[config.mk]
export PLATFORM = sky130hd
export DESIGN_NAME = rfb_client_raw_stream_parser_unit
export DESIGN_NICKNAME = d
export VERILOG_FILES = /design/src/hdl/rfb_pkg.sv /design/src/hdl/rfb_csr.sv /design/src/hdl/rfb_pixel_dec.sv /design/src/hdl/rfb_client_raw_stream_parser_unit.sv
export VERILOG_INCLUDE_DIRS = /design/src /design/src/hdl
export SDC_FILE = /design/constraint.sdc
export NUM_CORES = 2
export LEC_CHECK = 0
export BUFFER_PORTS_ARGS = -buffer_cell sky130_fd_sc_hd__buf_2
export CORE_ASPECT_RATIO = 0.5
export CORE_MARGIN = 2
export CORE_UTILIZATION = 35
export DETAILED_ROUTE_END_ITERATION = 10
export PLACE_DENSITY = 0.49
export SYNTH_ARGS = -nofsm -noshare
export SYNTH_HDL_FRONTEND = slang
export SYNTH_HIERARCHICAL = 1
export SYNTH_SLANG_ARGS = --single-unit
[constraint.sdc]
create_clock -name clock -period 7.45 [get_ports clock]
set_input_delay 2.235 -clock clock [delete_from_list [all_inputs] [get_ports clock]]
set_output_delay 2.235 -clock clock [all_outputs]
set_load 0.05 [all_outputs]
[src/hdl/rfb_client_raw_stream_parser_unit_defines.svh]
// assertion macros for the raw stream parser
`ifndef RFB_CLIENT_RAW_STREAM_PARSER_UNIT_DEFINES_SVH
`define RFB_CLIENT_RAW_STREAM_PARSER_UNIT_DEFINES_SVH
`ifndef ASSERT_OFF
`define RFB_ASSERT_IMPL(label, clk, rst, ante, cons) \
   label: assert property (@(posedge clk) disable iff (rst) (ante) |-> (cons)) \
      else $error("assertion failed");
`define RFB_ASSERT_NEXT(label, clk, rst, ante, cons) \
   label: assert property (@(posedge clk) disable iff (rst) (ante) |=> (cons)) \
      else $error("assertion failed");
`else
`define RFB_ASSERT_IMPL(label, clk, rst, ante, cons)
`define RFB_ASSERT_NEXT(label, clk, rst, ante, cons)
`endif
`endif

[src/hdl/rfb_pkg.sv]
`default_nettype none
package rfb_pkg;
   localparam int COORD_BITS = 12;
   localparam int SKIP_BITS  = 12;

   typedef enum logic [3:0] {
      PH_BANNER   = 4'd0,
      PH_SECURITY = 4'd1,
      PH_INIT     = 4'd2,
      PH_NAME     = 4'd3,
      PH_MSG      = 4'd4,
      PH_UPD_HDR  = 4'd5,
      PH_RECT_HDR = 4'd6,
      PH_PIXELS   = 4'd7,
      PH_CUT_HDR  = 4'd8,
      PH_CUT_TEXT = 4'd9,
      PH_CLOSED   = 4'd10
   } phase_type;

   localparam logic [2:0] KIND_PIXEL   = 3'd0;
   localparam logic [2:0] KIND_VERSION = 3'd1;
   localparam logic [2:0] KIND_INIT    = 3'd2;
   localparam logic [2:0] KIND_REQUEST = 3'd3;
   localparam logic [2:0] KIND_ERROR   = 3'd4;

   localparam logic [3:0] ERR_BANNER   = 4'd0;
   localparam logic [3:0] ERR_SECURITY = 4'd1;
   localparam logic [3:0] ERR_NAME     = 4'd2;
   localparam logic [3:0] ERR_BPP      = 4'd3;
   localparam logic [3:0] ERR_SIZE     = 4'd4;
   localparam logic [3:0] ERR_ZERO     = 4'd5;
   localparam logic [3:0] ERR_RECT     = 4'd6;
   localparam logic [3:0] ERR_MSGTYPE  = 4'd7;
   localparam logic [3:0] ERR_CUT      = 4'd8;
   localparam logic [3:0] ERR_LINK     = 4'd9;

   localparam logic [1:0] REG_MAX_WIDTH  = 2'd0;
   localparam logic [1:0] REG_MAX_HEIGHT = 2'd1;
   localparam logic [1:0] REG_MAX_NAME   = 2'd2;
   localparam logic [1:0] REG_MAX_CUT    = 2'd3;

   localparam logic [23:0] BANNER_RFB = 24'h524642;

   typedef struct packed {
      logic [2:0]             kind;
      logic [COORD_BITS-1:0]  pixel_x;
      logic [COORD_BITS-1:0]  pixel_row;
      logic [31:0]            pixel_rgba;
      logic                   req_incremental;
      logic [COORD_BITS-1:0]  req_width;
      logic [COORD_BITS-1:0]  req_height;
      logic [3:0]             error_code;
      logic                   last;
   } result_type;

   typedef struct packed {
      logic [11:0] max_width;
      logic [11:0] max_height;
      logic [11:0] max_title_len;
      logic [11:0] max_cut_text;
   } limits_type;
endpackage
`default_nettype wire

[src/hdl/rfb_csr.sv]
`default_nettype none
module rfb_csr (
   input  wire logic               clock,
   input  wire logic               reset,
   input  wire logic               psel,
   input  wire logic               penable,
   input  wire logic               pwrite,
   input  wire logic [3:0]         paddr,
   input  wire logic [31:0]        pwdata,
   output logic [31:0]             prdata,
   output logic                    pready,
   output rfb_pkg::limits_type     limits
);
   rfb_pkg::limits_type regs_ff, regs_in;
   logic [1:0] idx;

   assign idx    = paddr[3:2];
   assign pready = 1'b1;
   assign limits = regs_ff;

   // register write
   always_comb begin
      regs_in = regs_ff;
      if (psel && penable && pwrite) begin
         case (idx)
            rfb_pkg::REG_MAX_WIDTH:  regs_in.max_width     = pwdata[11:0];
            rfb_pkg::REG_MAX_HEIGHT: regs_in.max_height    = pwdata[11:0];
            rfb_pkg::REG_MAX_NAME:   regs_in.max_title_len = pwdata[11:0];
            rfb_pkg::REG_MAX_CUT:    regs_in.max_cut_text  = pwdata[11:0];
            default: ;
         endcase
      end
   end

   always_ff @(posedge clock) begin
      if (reset) begin
         regs_ff.max_width     <= 12'd1920;
         regs_ff.max_height    <= 12'd1080;
         regs_ff.max_title_len <= 12'd512;
         regs_ff.max_cut_text  <= 12'd2048;
      end else begin
         regs_ff <= regs_in;
      end
   end

   // register read
   always_comb begin
      case (idx)
         rfb_pkg::REG_MAX_WIDTH:  prdata = {20'd0, regs_ff.max_width};
         rfb_pkg::REG_MAX_HEIGHT: prdata = {20'd0, regs_ff.max_height};
         rfb_pkg::REG_MAX_NAME:   prdata = {20'd0, regs_ff.max_title_len};
         rfb_pkg::REG_MAX_CUT:    prdata = {20'd0, regs_ff.max_cut_text};
         default:                 prdata = 32'd0;
      endcase
   end
endmodule
`default_nettype wire

[src/hdl/rfb_pixel_dec.sv]
`default_nettype none
module rfb_pixel_dec (
   input  wire logic        big_endian,
   input  wire logic [31:0] word,
   input  wire logic [15:0] max_r,
   input  wire logic [15:0] max_g,
   input  wire logic [15:0] max_b,
   input  wire logic [7:0]  shift_r,
   input  wire logic [7:0]  shift_g,
   input  wire logic [7:0]  shift_b,
   output logic [31:0]      rgba
);
   logic [31:0] raw, cr, cg, cb;

   // byte order of the server
   assign raw = big_endian ? word : {word[7:0], word[15:8], word[23:16], word[31:24]};

   // shift and mask per channel, large shifts read zero
   assign cr = (shift_r >= 8'd32) ? 32'd0 : ((raw >> shift_r[4:0]) & {16'd0, max_r});
   assign cg = (shift_g >= 8'd32) ? 32'd0 : ((raw >> shift_g[4:0]) & {16'd0, max_g});
   assign cb = (shift_b >= 8'd32) ? 32'd0 : ((raw >> shift_b[4:0]) & {16'd0, max_b});

   assign rgba = 32'hff000000 | (cb << 16) | (cg << 8) | cr;
endmodule
`default_nettype wire

[src/hdl/rfb_client_raw_stream_parser_unit.sv]
// Raw stream parser for an RFB 3.3 client. One byte (or a link-closed event) is taken per
// transfer: items enter an input register, one pass of parser logic updates the session state and
// writes up to two results into a two-entry output queue. Input stall rises only when the queue
// may not hold the next item's results, so a byte per cycle is sustained while the result side
// keeps up. Each pixel of a raw rect costs four bytes; the last pixel of the last rect also gives
// an incremental update request.
`default_nettype none
`include "rfb_client_raw_stream_parser_unit_defines.svh"
module rfb_client_raw_stream_parser_unit (
   input  wire logic                             clock,
   input  wire logic                             reset,
   input  wire logic                             req_valid,
   output logic                                  req_stall,
   input  wire logic                             req_cmd,
   input  wire logic [7:0]                       req_rx_byte,
   output logic                                  rsp_valid,
   input  wire logic                             rsp_stall,
   output logic [2:0]                            rsp_kind,
   output logic [rfb_pkg::COORD_BITS-1:0]        rsp_pixel_x,
   output logic [rfb_pkg::COORD_BITS-1:0]        rsp_pixel_row,
   output logic [31:0]                           rsp_pixel_rgba,
   output logic                                  rsp_req_incremental,
   output logic [rfb_pkg::COORD_BITS-1:0]        rsp_req_width,
   output logic [rfb_pkg::COORD_BITS-1:0]        rsp_req_height,
   output logic [3:0]                            rsp_error_code,
   output logic                                  rsp_last,
   input  wire logic                             csr_psel,
   input  wire logic                             csr_penable,
   input  wire logic                             csr_pwrite,
   input  wire logic [3:0]                       csr_paddr,
   input  wire logic [31:0]                      csr_pwdata,
   output logic [31:0]                           csr_prdata,
   output logic                                  csr_pready
);
   localparam int CB = rfb_pkg::COORD_BITS;
   localparam int SB = rfb_pkg::SKIP_BITS;

   rfb_pkg::limits_type limits;

   rfb_csr u_csr (
      .clock(clock), .reset(reset), .psel(csr_psel), .penable(csr_penable),
      .pwrite(csr_pwrite), .paddr(csr_paddr), .pwdata(csr_pwdata),
      .prdata(csr_prdata), .pready(csr_pready), .limits(limits)
   );

   // input register
   logic       in_vld_ff;
   logic       in_cmd_ff;
   logic [7:0] in_byte_ff;
   logic       req_take;

   // result queue
   rfb_pkg::result_type q_ff [2];
   logic [1:0] q_cnt_ff, q_cnt_in;
   logic       q_rd_ff;
   logic       pop;

   // session state
   rfb_pkg::phase_type phase_ff, phase_in;
   logic [4:0]   cnt_ff, cnt_in;
   logic [31:0]  sr_ff, sr_in;
   logic [SB-1:0] skip_ff, skip_in;
   logic [CB-1:0] sw_ff, sw_in, sh_ff, sh_in;
   logic         be_ff, be_in;
   logic [15:0]  cmax_ff [3];
   logic [15:0]  cmax_in [3];
   logic [7:0]   csh_ff [3];
   logic [7:0]   csh_in [3];
   logic [15:0]  rects_ff, rects_in;
   logic [15:0]  box_ff [4];
   logic [15:0]  box_in [4];
   logic [CB-1:0] col_ff, col_in, line_ff, line_in;
   logic [23:0]  pb_ff, pb_in;

   logic [31:0]  rgba;
   rfb_pkg::result_type r0, r1;
   logic [1:0]   nres;

   // an item in the input register may produce two results; hold off unless room stays
   assign req_stall = in_vld_ff && (q_cnt_ff != 2'd0) && !(q_cnt_ff == 2'd1 && pop);
   assign req_take  = req_valid && !req_stall;
   assign pop       = rsp_valid && !rsp_stall;

   rfb_pixel_dec u_dec (
      .big_endian(be_ff), .word(sr_in),
      .max_r(cmax_ff[0]), .max_g(cmax_ff[1]), .max_b(cmax_ff[2]),
      .shift_r(csh_ff[0]), .shift_g(csh_ff[1]), .shift_b(csh_ff[2]),
      .rgba(rgba)
   );

   // parser step
   always_comb begin
      logic [4:0]  c;
      logic [7:0]  b;
      logic [16:0] sx, sy;
      logic [CB-1:0] ypos, coln, linen;
      rfb_pkg::result_type rq, er;
      logic        do_req, do_fail, do_fin;
      logic [3:0]  ecode;
      logic        inc;

      c = cnt_ff;
      b = in_byte_ff;
      phase_in = phase_ff; cnt_in = cnt_ff; sr_in = sr_ff; skip_in = skip_ff;
      sw_in = sw_ff; sh_in = sh_ff; be_in = be_ff;
      cmax_in = cmax_ff; csh_in = csh_ff; rects_in = rects_ff; box_in = box_ff;
      col_in = col_ff; line_in = line_ff; pb_in = pb_ff;
      r0 = '0; r1 = '0; nres = 2'd0; rq = '0; er = '0;
      do_req = 1'b0; do_fail = 1'b0; do_fin = 1'b0; ecode = '0; inc = 1'b0;
      sx = '0; sy = '0; ypos = '0; coln = '0; linen = '0;

      if (in_vld_ff && phase_ff != rfb_pkg::PH_CLOSED) begin
         if (in_cmd_ff) begin
            do_fail = 1'b1; ecode = rfb_pkg::ERR_LINK;
         end else begin
            sr_in  = {sr_ff[23:0], b};
            cnt_in = c + 5'd1;
            case (phase_ff)
               rfb_pkg::PH_BANNER: begin
                  if (c == 5'd11) begin
                     cnt_in = '0;
                     if (pb_ff != rfb_pkg::BANNER_RFB) begin
                        do_fail = 1'b1; ecode = rfb_pkg::ERR_BANNER;
                     end else begin
                        r0.kind = rfb_pkg::KIND_VERSION; nres = 2'd1;
                        phase_in = rfb_pkg::PH_SECURITY;
                     end
                  end else if (c < 5'd3) begin
                     pb_in = {pb_ff[15:0], b};
                  end
               end
               rfb_pkg::PH_SECURITY: begin
                  if (c == 5'd3) begin
                     cnt_in = '0;
                     if (sr_in != 32'd1) begin
                        do_fail = 1'b1; ecode = rfb_pkg::ERR_SECURITY;
                     end else begin
                        r0.kind = rfb_pkg::KIND_INIT; nres = 2'd1;
                        phase_in = rfb_pkg::PH_INIT;
                     end
                  end
               end
               rfb_pkg::PH_INIT: begin
                  case (c)
                     5'd1:  box_in[0] = sr_in[15:0];
                     5'd3:  box_in[1] = sr_in[15:0];
                     5'd4:  pb_in = {16'd0, b};
                     5'd6:  be_in = (b != 8'd0);
                     5'd9:  cmax_in[0] = sr_in[15:0];
                     5'd11: cmax_in[1] = sr_in[15:0];
                     5'd13: cmax_in[2] = sr_in[15:0];
                     5'd14: csh_in[0] = b;
                     5'd15: csh_in[1] = b;
                     5'd16: csh_in[2] = b;
                     5'd23: begin
                        cnt_in = '0;
                        if (sr_in > {20'd0, limits.max_title_len}) begin
                           do_fail = 1'b1; ecode = rfb_pkg::ERR_NAME;
                        end else if (pb_ff != 24'd32) begin
                           do_fail = 1'b1; ecode = rfb_pkg::ERR_BPP;
                        end else if (box_ff[0] > {4'd0, limits.max_width} ||
                                     box_ff[1] > {4'd0, limits.max_height}) begin
                           do_fail = 1'b1; ecode = rfb_pkg::ERR_SIZE;
                        end else begin
                           sw_in = box_ff[0][CB-1:0];
                           sh_in = box_ff[1][CB-1:0];
                           skip_in = sr_in[SB-1:0];
                           if (sr_in[SB-1:0] == '0) do_req = 1'b1;
                           else phase_in = rfb_pkg::PH_NAME;
                        end
                     end
                     default: ;
                  endcase
               end
               rfb_pkg::PH_NAME, rfb_pkg::PH_CUT_TEXT: begin
                  cnt_in = '0;
                  skip_in = skip_ff - 1'b1;
                  if (skip_in == '0) begin
                     if (phase_ff == rfb_pkg::PH_NAME) do_req = 1'b1;
                     else phase_in = rfb_pkg::PH_MSG;
                  end
               end
               rfb_pkg::PH_MSG: begin
                  cnt_in = '0;
                  if (b == 8'd0) phase_in = rfb_pkg::PH_UPD_HDR;
                  else if (b == 8'd3) phase_in = rfb_pkg::PH_CUT_HDR;
                  else if (b != 8'd2) begin
                     do_fail = 1'b1; ecode = rfb_pkg::ERR_MSGTYPE;
                  end
               end
               rfb_pkg::PH_UPD_HDR: begin
                  if (c == 5'd2) begin
                     cnt_in = '0;
                     rects_in = sr_in[15:0];
                     if (sr_in[15:0] == 16'd0) begin
                        do_fail = 1'b1; ecode = rfb_pkg::ERR_ZERO;
                     end else phase_in = rfb_pkg::PH_RECT_HDR;
                  end
               end
               rfb_pkg::PH_CUT_HDR: begin
                  if (c == 5'd6) begin
                     cnt_in = '0;
                     if (sr_in > {20'd0, limits.max_cut_text}) begin
                        do_fail = 1'b1; ecode = rfb_pkg::ERR_CUT;
                     end else begin
                        skip_in = sr_in[SB-1:0];
                        phase_in = (sr_in[SB-1:0] == '0) ? rfb_pkg::PH_MSG
                                                         : rfb_pkg::PH_CUT_TEXT;
                     end
                  end
               end
               rfb_pkg::PH_RECT_HDR: begin
                  if (c == 5'd1 || c == 5'd3 || c == 5'd5 || c == 5'd7) begin
                     box_in[c[2:1]] = sr_in[15:0];
                  end else if (c == 5'd11) begin
                     cnt_in = '0;
                     sx = {1'b0, box_ff[0]} + {1'b0, box_ff[2]};
                     sy = {1'b0, box_ff[1]} + {1'b0, box_ff[3]};
                     if (sx > {{(17-CB){1'b0}}, sw_ff} || sy > {{(17-CB){1'b0}}, sh_ff}) begin
                        do_fail = 1'b1; ecode = rfb_pkg::ERR_RECT;
                     end else begin
                        col_in = '0; line_in = '0;
                        if (box_ff[2] == 16'd0 || box_ff[3] == 16'd0) do_fin = 1'b1;
                        else phase_in = rfb_pkg::PH_PIXELS;
                     end
                  end
               end
               rfb_pkg::PH_PIXELS: begin
                  if (c == 5'd3) begin
                     cnt_in = '0;
                     ypos = box_ff[1][CB-1:0] + line_ff;
                     r0.kind = rfb_pkg::KIND_PIXEL;
                     r0.pixel_x = box_ff[0][CB-1:0] + col_ff;
                     r0.pixel_row = sh_ff - 1'b1 - ypos;
                     r0.pixel_rgba = rgba;
                     nres = 2'd1;
                     coln = col_ff + 1'b1;
                     col_in = coln;
                     if ({{(16-CB){1'b0}}, coln} >= box_ff[2]) begin
                        col_in = '0;
                        linen = line_ff + 1'b1;
                        line_in = linen;
                        if ({{(16-CB){1'b0}}, linen} >= box_ff[3]) do_fin = 1'b1;
                     end
                  end
               end
               default: ;
            endcase
         end

         // rect completion
         if (do_fin) begin
            rects_in = rects_ff - 16'd1;
            if (rects_in == 16'd0) begin
               do_req = 1'b1; inc = 1'b1;
            end else phase_in = rfb_pkg::PH_RECT_HDR;
         end

         // request and error results
         rq.kind = rfb_pkg::KIND_REQUEST;
         rq.req_incremental = inc;
         rq.req_width = sw_in;
         rq.req_height = sh_in;
         er.kind = rfb_pkg::KIND_ERROR;
         er.error_code = ecode;
         if (do_fail) begin
            phase_in = rfb_pkg::PH_CLOSED;
            r0 = er; nres = 2'd1;
         end else if (do_req) begin
            phase_in = rfb_pkg::PH_MSG;
            if (nres == 2'd1) begin
               r1 = rq; nres = 2'd2;
            end else begin
               r0 = rq; nres = 2'd1;
            end
         end
         if (nres == 2'd1) r0.last = 1'b1;
         if (nres == 2'd2) r1.last = 1'b1;
      end
   end

   // input register and state
   always_ff @(posedge clock) begin
      if (reset) begin
         in_vld_ff <= 1'b0;
         phase_ff <= rfb_pkg::PH_BANNER;
         cnt_ff <= '0; sr_ff <= '0; skip_ff <= '0; sw_ff <= '0; sh_ff <= '0;
         be_ff <= 1'b0; rects_ff <= '0; col_ff <= '0; line_ff <= '0; pb_ff <= '0;
         for (int i = 0; i < 3; i++) begin
            cmax_ff[i] <= '0; csh_ff[i] <= '0;
         end
         for (int i = 0; i < 4; i++) box_ff[i] <= '0;
      end else begin
         if (!req_stall) begin
            in_vld_ff <= req_take;
            in_cmd_ff <= req_cmd;
            in_byte_ff <= req_rx_byte;
         end
         if (!req_stall) begin
            phase_ff <= phase_in; cnt_ff <= cnt_in; sr_ff <= sr_in; skip_ff <= skip_in;
            sw_ff <= sw_in; sh_ff <= sh_in; be_ff <= be_in; rects_ff <= rects_in;
            col_ff <= col_in; line_ff <= line_in; pb_ff <= pb_in;
            cmax_ff <= cmax_in; csh_ff <= csh_in; box_ff <= box_in;
         end
      end
   end

   // result queue, two entries, read pointer toggles
   logic [1:0] nadd;
   assign nadd = req_stall ? 2'd0 : nres;
   assign q_cnt_in = q_cnt_ff + nadd - {1'b0, pop};

   always_ff @(posedge clock) begin
      if (reset) begin
         q_cnt_ff <= '0;
         q_rd_ff <= 1'b0;
      end else begin
         q_cnt_ff <= q_cnt_in;
         if (pop) q_rd_ff <= ~q_rd_ff;
      end
   end

   // tail slot sits as many entries past the head as the queue holds
   always_ff @(posedge clock) begin
      logic wp;
      wp = q_rd_ff ^ q_cnt_ff[0];
      if (nadd != 2'd0) q_ff[wp] <= r0;
      if (nadd == 2'd2) q_ff[~wp] <= r1;
   end

   assign rsp_valid = (q_cnt_ff != 2'd0);
   assign rsp_kind = q_ff[q_rd_ff].kind;
   assign rsp_pixel_x = q_ff[q_rd_ff].pixel_x;
   assign rsp_pixel_row = q_ff[q_rd_ff].pixel_row;
   assign rsp_pixel_rgba = q_ff[q_rd_ff].pixel_rgba;
   assign rsp_req_incremental = q_ff[q_rd_ff].req_incremental;
   assign rsp_req_width = q_ff[q_rd_ff].req_width;
   assign rsp_req_height = q_ff[q_rd_ff].req_height;
   assign rsp_error_code = q_ff[q_rd_ff].error_code;
   assign rsp_last = q_ff[q_rd_ff].last;

   // checks
   `RFB_ASSERT_IMPL(a_q_bound, clock, reset, 1'b1, q_cnt_ff <= 2'd2)
   `RFB_ASSERT_NEXT(a_closed_stays, clock, reset,
      phase_ff == rfb_pkg::PH_CLOSED, phase_ff == rfb_pkg::PH_CLOSED)
   `RFB_ASSERT_IMPL(a_no_overflow, clock, reset,
      !req_stall && nres == 2'd2, q_cnt_ff == 2'd0 || (q_cnt_ff == 2'd1 && pop))
endmodule
`default_nettype wire
### Yosys cells after proc, flatten, opt, wreduce, memory -nomap -nowiden

Memory sizes are Yosys's and may differ from the RTL's. A register that Yosys moved wholly into a read port is not among the register bits.
Cells that the tools add are included.

* word-level logic and storage cells: 375
* memories: 1
* register bits after elaboration: 331
* output and inout bits: 124
* input port bits: 52
* memory bits (writable): 178

Memory list
* q_ff: depth 2, width 89, rd ports 1, clocked after memory_dff 1, wr ports 2, RTL line rfb_client_raw_stream_parser_unit.sv:53 `rfb_pkg::result_type q_ff [2];`

* shift-type cells: 3
* add/subtract/negate cells: 13
* order comparisons: 14
* mux-type cells: 186
* bitwise gates (word level): 12
* equal/unequal tests: 55
* reductions and logical operators: 61

Operators with widths (count)
* $mux W89: 4
* $mux W88: 4
* $mux W12: 25
* $mux W32: 4
* $pmux W32 S4: 1
* $mux W4: 30
* $mux W16: 7
* $mux W56: 2
* $mux W24: 4
* $bwmux W64: 1
* $gt A32 B12 Y1: 2
* $logic_not A16 Y1: 4
* $mux W64: 1
* $or A32 B32 Y32: 2
* $pmux W32 S2: 1
* $mux W1: 60
* $mux W59: 1
* $pmux W12 S2: 2
* $pmux W24 S2: 1
* $reduce_and A5 Y1: 9
* $mux W3: 12
* $pmux W12 S3: 1
* $pmux W5 S7: 1
* $add A16 B16 Y17: 2
* 72 further kinds: 163

### Longest topological paths before layout

* depth after elaboration: 19
* depth in mapped cells: 32

### Cells and area by module

The synthesis kept the hierarchy.

By module, submodules not included
* rfb_client_raw_stream_parser_unit: cells each 3286, area each 27335.0 um2, seq. area each 10059.6 um2, instances 1
* rfb_pixel_dec: cells each 824, area each 7527.2 um2, seq. area each 0.0 um2, instances 1
* rfb_csr: cells each 236, area each 2412.3 um2, seq. area each 960.9 um2, instances 1

### Least setup slack after synthesis

No wires, ideal clock.

* kind: reg2reg
* from: register box_ff[0] in the netlist's numbering
* to: memory q_ff[0][0] in the netlist's numbering, enable pin
* required time: 7027 ps
* buffers on the path: 2
* data arrival time: 6436 ps
* cell stages (with the launch flop): 25
* slack: 591 ps
* clock period less this slack: 6859 ps
* cells stage by stage: dfxtp_1 -> ha_1 -> inv_1 -> fa_1 -> nor2b_1 -> o211ai_1 -> a211oi_1 -> nor2_1 -> xnor2_1 -> ha_1 -> a21o_1 -> a211oi_1 -> a31o_2 -> a31o_2 -> o211a_1 -> nand4_1 -> o41a_1 -> o41ai_2 -> ha_1 -> nand2_1 -> or3_4 -> nand2b_1 -> clkbuf_1 -> clkbuf_1 -> o22ai_1

RTL lines
* start: declaration: RTL line rfb_client_raw_stream_parser_unit.sv:70 `logic [15:0] box_ff [4];`
* start signal: assignment: RTL line rfb_client_raw_stream_parser_unit.sv:303 `cmax_ff <= cmax_in; csh_ff <= csh_in; box_ff <= box_in;`
* end: declaration: RTL line rfb_client_raw_stream_parser_unit.sv:53

==> results.sh <==
export IMPL_power_total_uw=7295
export IMPL_cts_setup_buffers=0
export IMPL_worstPathRequired_ps=7920
export IMPL_cp_end_kind="register"
export IMPL_worstMarginPinSlew_ps=1227
export IMPL_slew_viol_final=0
export IMPL_fp_row_count=84
export IMPL_endpoint="q_ff[0][22]"
export IMPL_wl_um=132300
export IMPL_post_route_period_util_pct=93.25
export IMPL_final_cell_mix="nand2_1, dfxtp_1, a21oi_1, nor2_1, mux2i_1"
export IMPL_critPathLaunch="box_ff[51]"
export IMPL_timing_rr_end="q_ff[0][22]"
export IMPL_final_common_cell="nand2_1"
export IMPL_drc=0
export IMPL_dp_hpwl_um=91700
export IMPL_drtIter0Drc=3345
export IMPL_pwr_density_cell_mw_per_mm2=179.5
export IMPL_r2r_cells=24
export IMPL_vias_per_cell=5.800
export IMPL_cap_violations=0
export IMPL_fp_dieH_um=234.0
export IMPL_r2r_start="box_ff[51]"
export IMPL_worstHoldStart="cmax_ff[36]"
export IMPL_setup_viol_count_final=0
export IMPL_dr_pass1_iters=6
export IMPL_hold_buffers=0
export IMPL_min_period_ps=6947
export IMPL_ant_nets=0
export IMPL_grt_pass1_wl_um=198700
export IMPL_io_buffers=132
export IMPL_start_util_pct=35.25
export IMPL_layout_nets=4496
export IMPL_cp_max_fo=25
export IMPL_tritoncts="built"
export IMPL_drive_gt1_share_pct=15.81
export IMPL_path_clk_slew_ps=70
export IMPL_arrival_ps=7420
export IMPL_cts_buffers_inserted=54
export IMPL_skew_ps=39.12
export IMPL_gp_congestion=0.9318
export IMPL_grt_total_usage_pct=23.53
export IMPL_hold_path_class="register to register"
export IMPL_finalWorstSetupSlack_ps=502.7
export IMPL_die_w_um=463.9
export IMPL_netlist_area_mm2=0.03701
export IMPL_p_int_uw=4899
export IMPL_io_pins=176
export IMPL_syn2layout_area_growth_pct=9.827
export IMPL_r2r_slack_ps=500
export IMPL_ir_worst_vdd_mv=0.2186
export IMPL_critPathKind="register to register"
export IMPL_antenna_found_initial=1
export IMPL_routedWlPerCell_um=23.10
export IMPL_power_frac_comb_pct=20.4
export IMPL_power_leakage_uw=0.01542
export IMPL_diodes=0
export IMPL_cts_num_sinks=510
export IMPL_clkPwrFrac_pct=39.2
export IMPL_grt_setup_unrepaired="no"
export IMPL_grt_start_max_net_pins=127
export IMPL_fmax_ghz=0.1439
export IMPL_slew_headroom_pct=15.87
export IMPL_clk_latency_ps=660
export IMPL_finalHoldViolCount=0
export IMPL_swShare_pct=32.85
export IMPL_via_count=33217
export IMPL_ctsRootBufferMaster="clkbuf_16"
export IMPL_cts_resized=0
export IMPL_worst_setup_path_start_kind="register"
export IMPL_tns_ps=0
export IMPL_switchingPower_uw=2396
export IMPL_hold_depth=2
export IMPL_seq_power_share_pct=40.4
export IMPL_cts_max_level=2
export IMPL_cts_buffer_depth=3
export IMPL_post_place_ws_ps=349.6
export IMPL_synthCells=4314
export IMPL_syn_avg_cell_area_um2=8.580
export IMPL_core_mm2=0.1050
export IMPL_status="finished clean"
export IMPL_grt_pass1_vias=31425
export IMPL_die_area_mm2=0.1085
export IMPL_yosys_warnings=6
export IMPL_overflow=0
==> worst max-delay path, cell delays in order (launching register included) <==
cell	delay, ps
dfxtp_1	640
ha_1	380
nand3_1	110
nand2_1	100
o21ai_0	290
nand2b_1	90
a21o_1	210
a21oi_1	190
o21ai_0	120
a21oi_1	210
xnor2_1	150
ha_1	270
a21oi_1	220
o2111ai_1	180
nor4_2	320
nand4_1	150
buf_4	190
o41a_1	450
o41ai_2	380
ha_1	240
nand2_1	70
or3_4	410
or4b_4	650
nand2b_4	420
a211oi_2	310
==> power groups by stage <==
stage	Combinational (µW)	Clock [µW]	Sequential (µW)
floorplan	1040	0	2950
global placement	1470	0	3010
detailed placement	1470	0	3010
CTS	1480	2920	2950
global route	1570	3040	2960
finish	1480	2860	2950
==> stage by stage <==
stage | hold slack, ps | util [%] | cell area (µm²) | instances
2_1_floorplan | 427.8 | - | 37110 | 4340
3_3_place_gp | 436.5 | 36.95 | 38800 | 5628
3_5_place_dp | 446.9 | 36.95 | 38800 | 5628
4_1_cts | 455.5 | 38.70 | 40630 | 5727
5_1_grt | 470.2 | 38.72 | 40650 | 5727
6_report | 456.3 | 38.72 | 40650 | 5727
==> state kept, by name, summed over array words and instances, names as in the netlist, 16 cells and up, named ones only <==
name	count
q_ff	178
u_csr/limits	48
sr_ff	32
cmax_ff	40
box_ff	64
csh_ff	24
rects_ff	16
pb_ff	24
==> final cells by class <==
cell class                      instances  area, µm²
Fill cell                           10577      64340
Multi-Input combinational cell       3255      23810
Sequential cell                       510      10870
Tap cell                             1419       1775
Timing Repair Buffer                  245       1614
Clock buffer                           76       1565
Inverter                              199      747.0
Clock inverter                         23      267.8
==> per-layer routing <==
layer / vias up / track usage (%) / part of all wire (%)
li1: 15485 / - / -
met1: 16401 / 33.68 / 46
met2: 1156 / 37.25 / 45
met3: 175 / 3.066 / 6.1
met4: 0 / 6.250 / 2.4
met5: - / 0 / 0
==> how the worst min path moves through the flow <==
stage and endpoint:
2_1_floorplan cmax_ff[36], 3_3_place_gp cmax_ff[36], 3_5_place_dp sr_ff[29], 4_1_cts sr_ff[29], 5_1_grt pb_ff[19], 6_report cmax_ff[36]
Power figures use the tool's default switching activity.
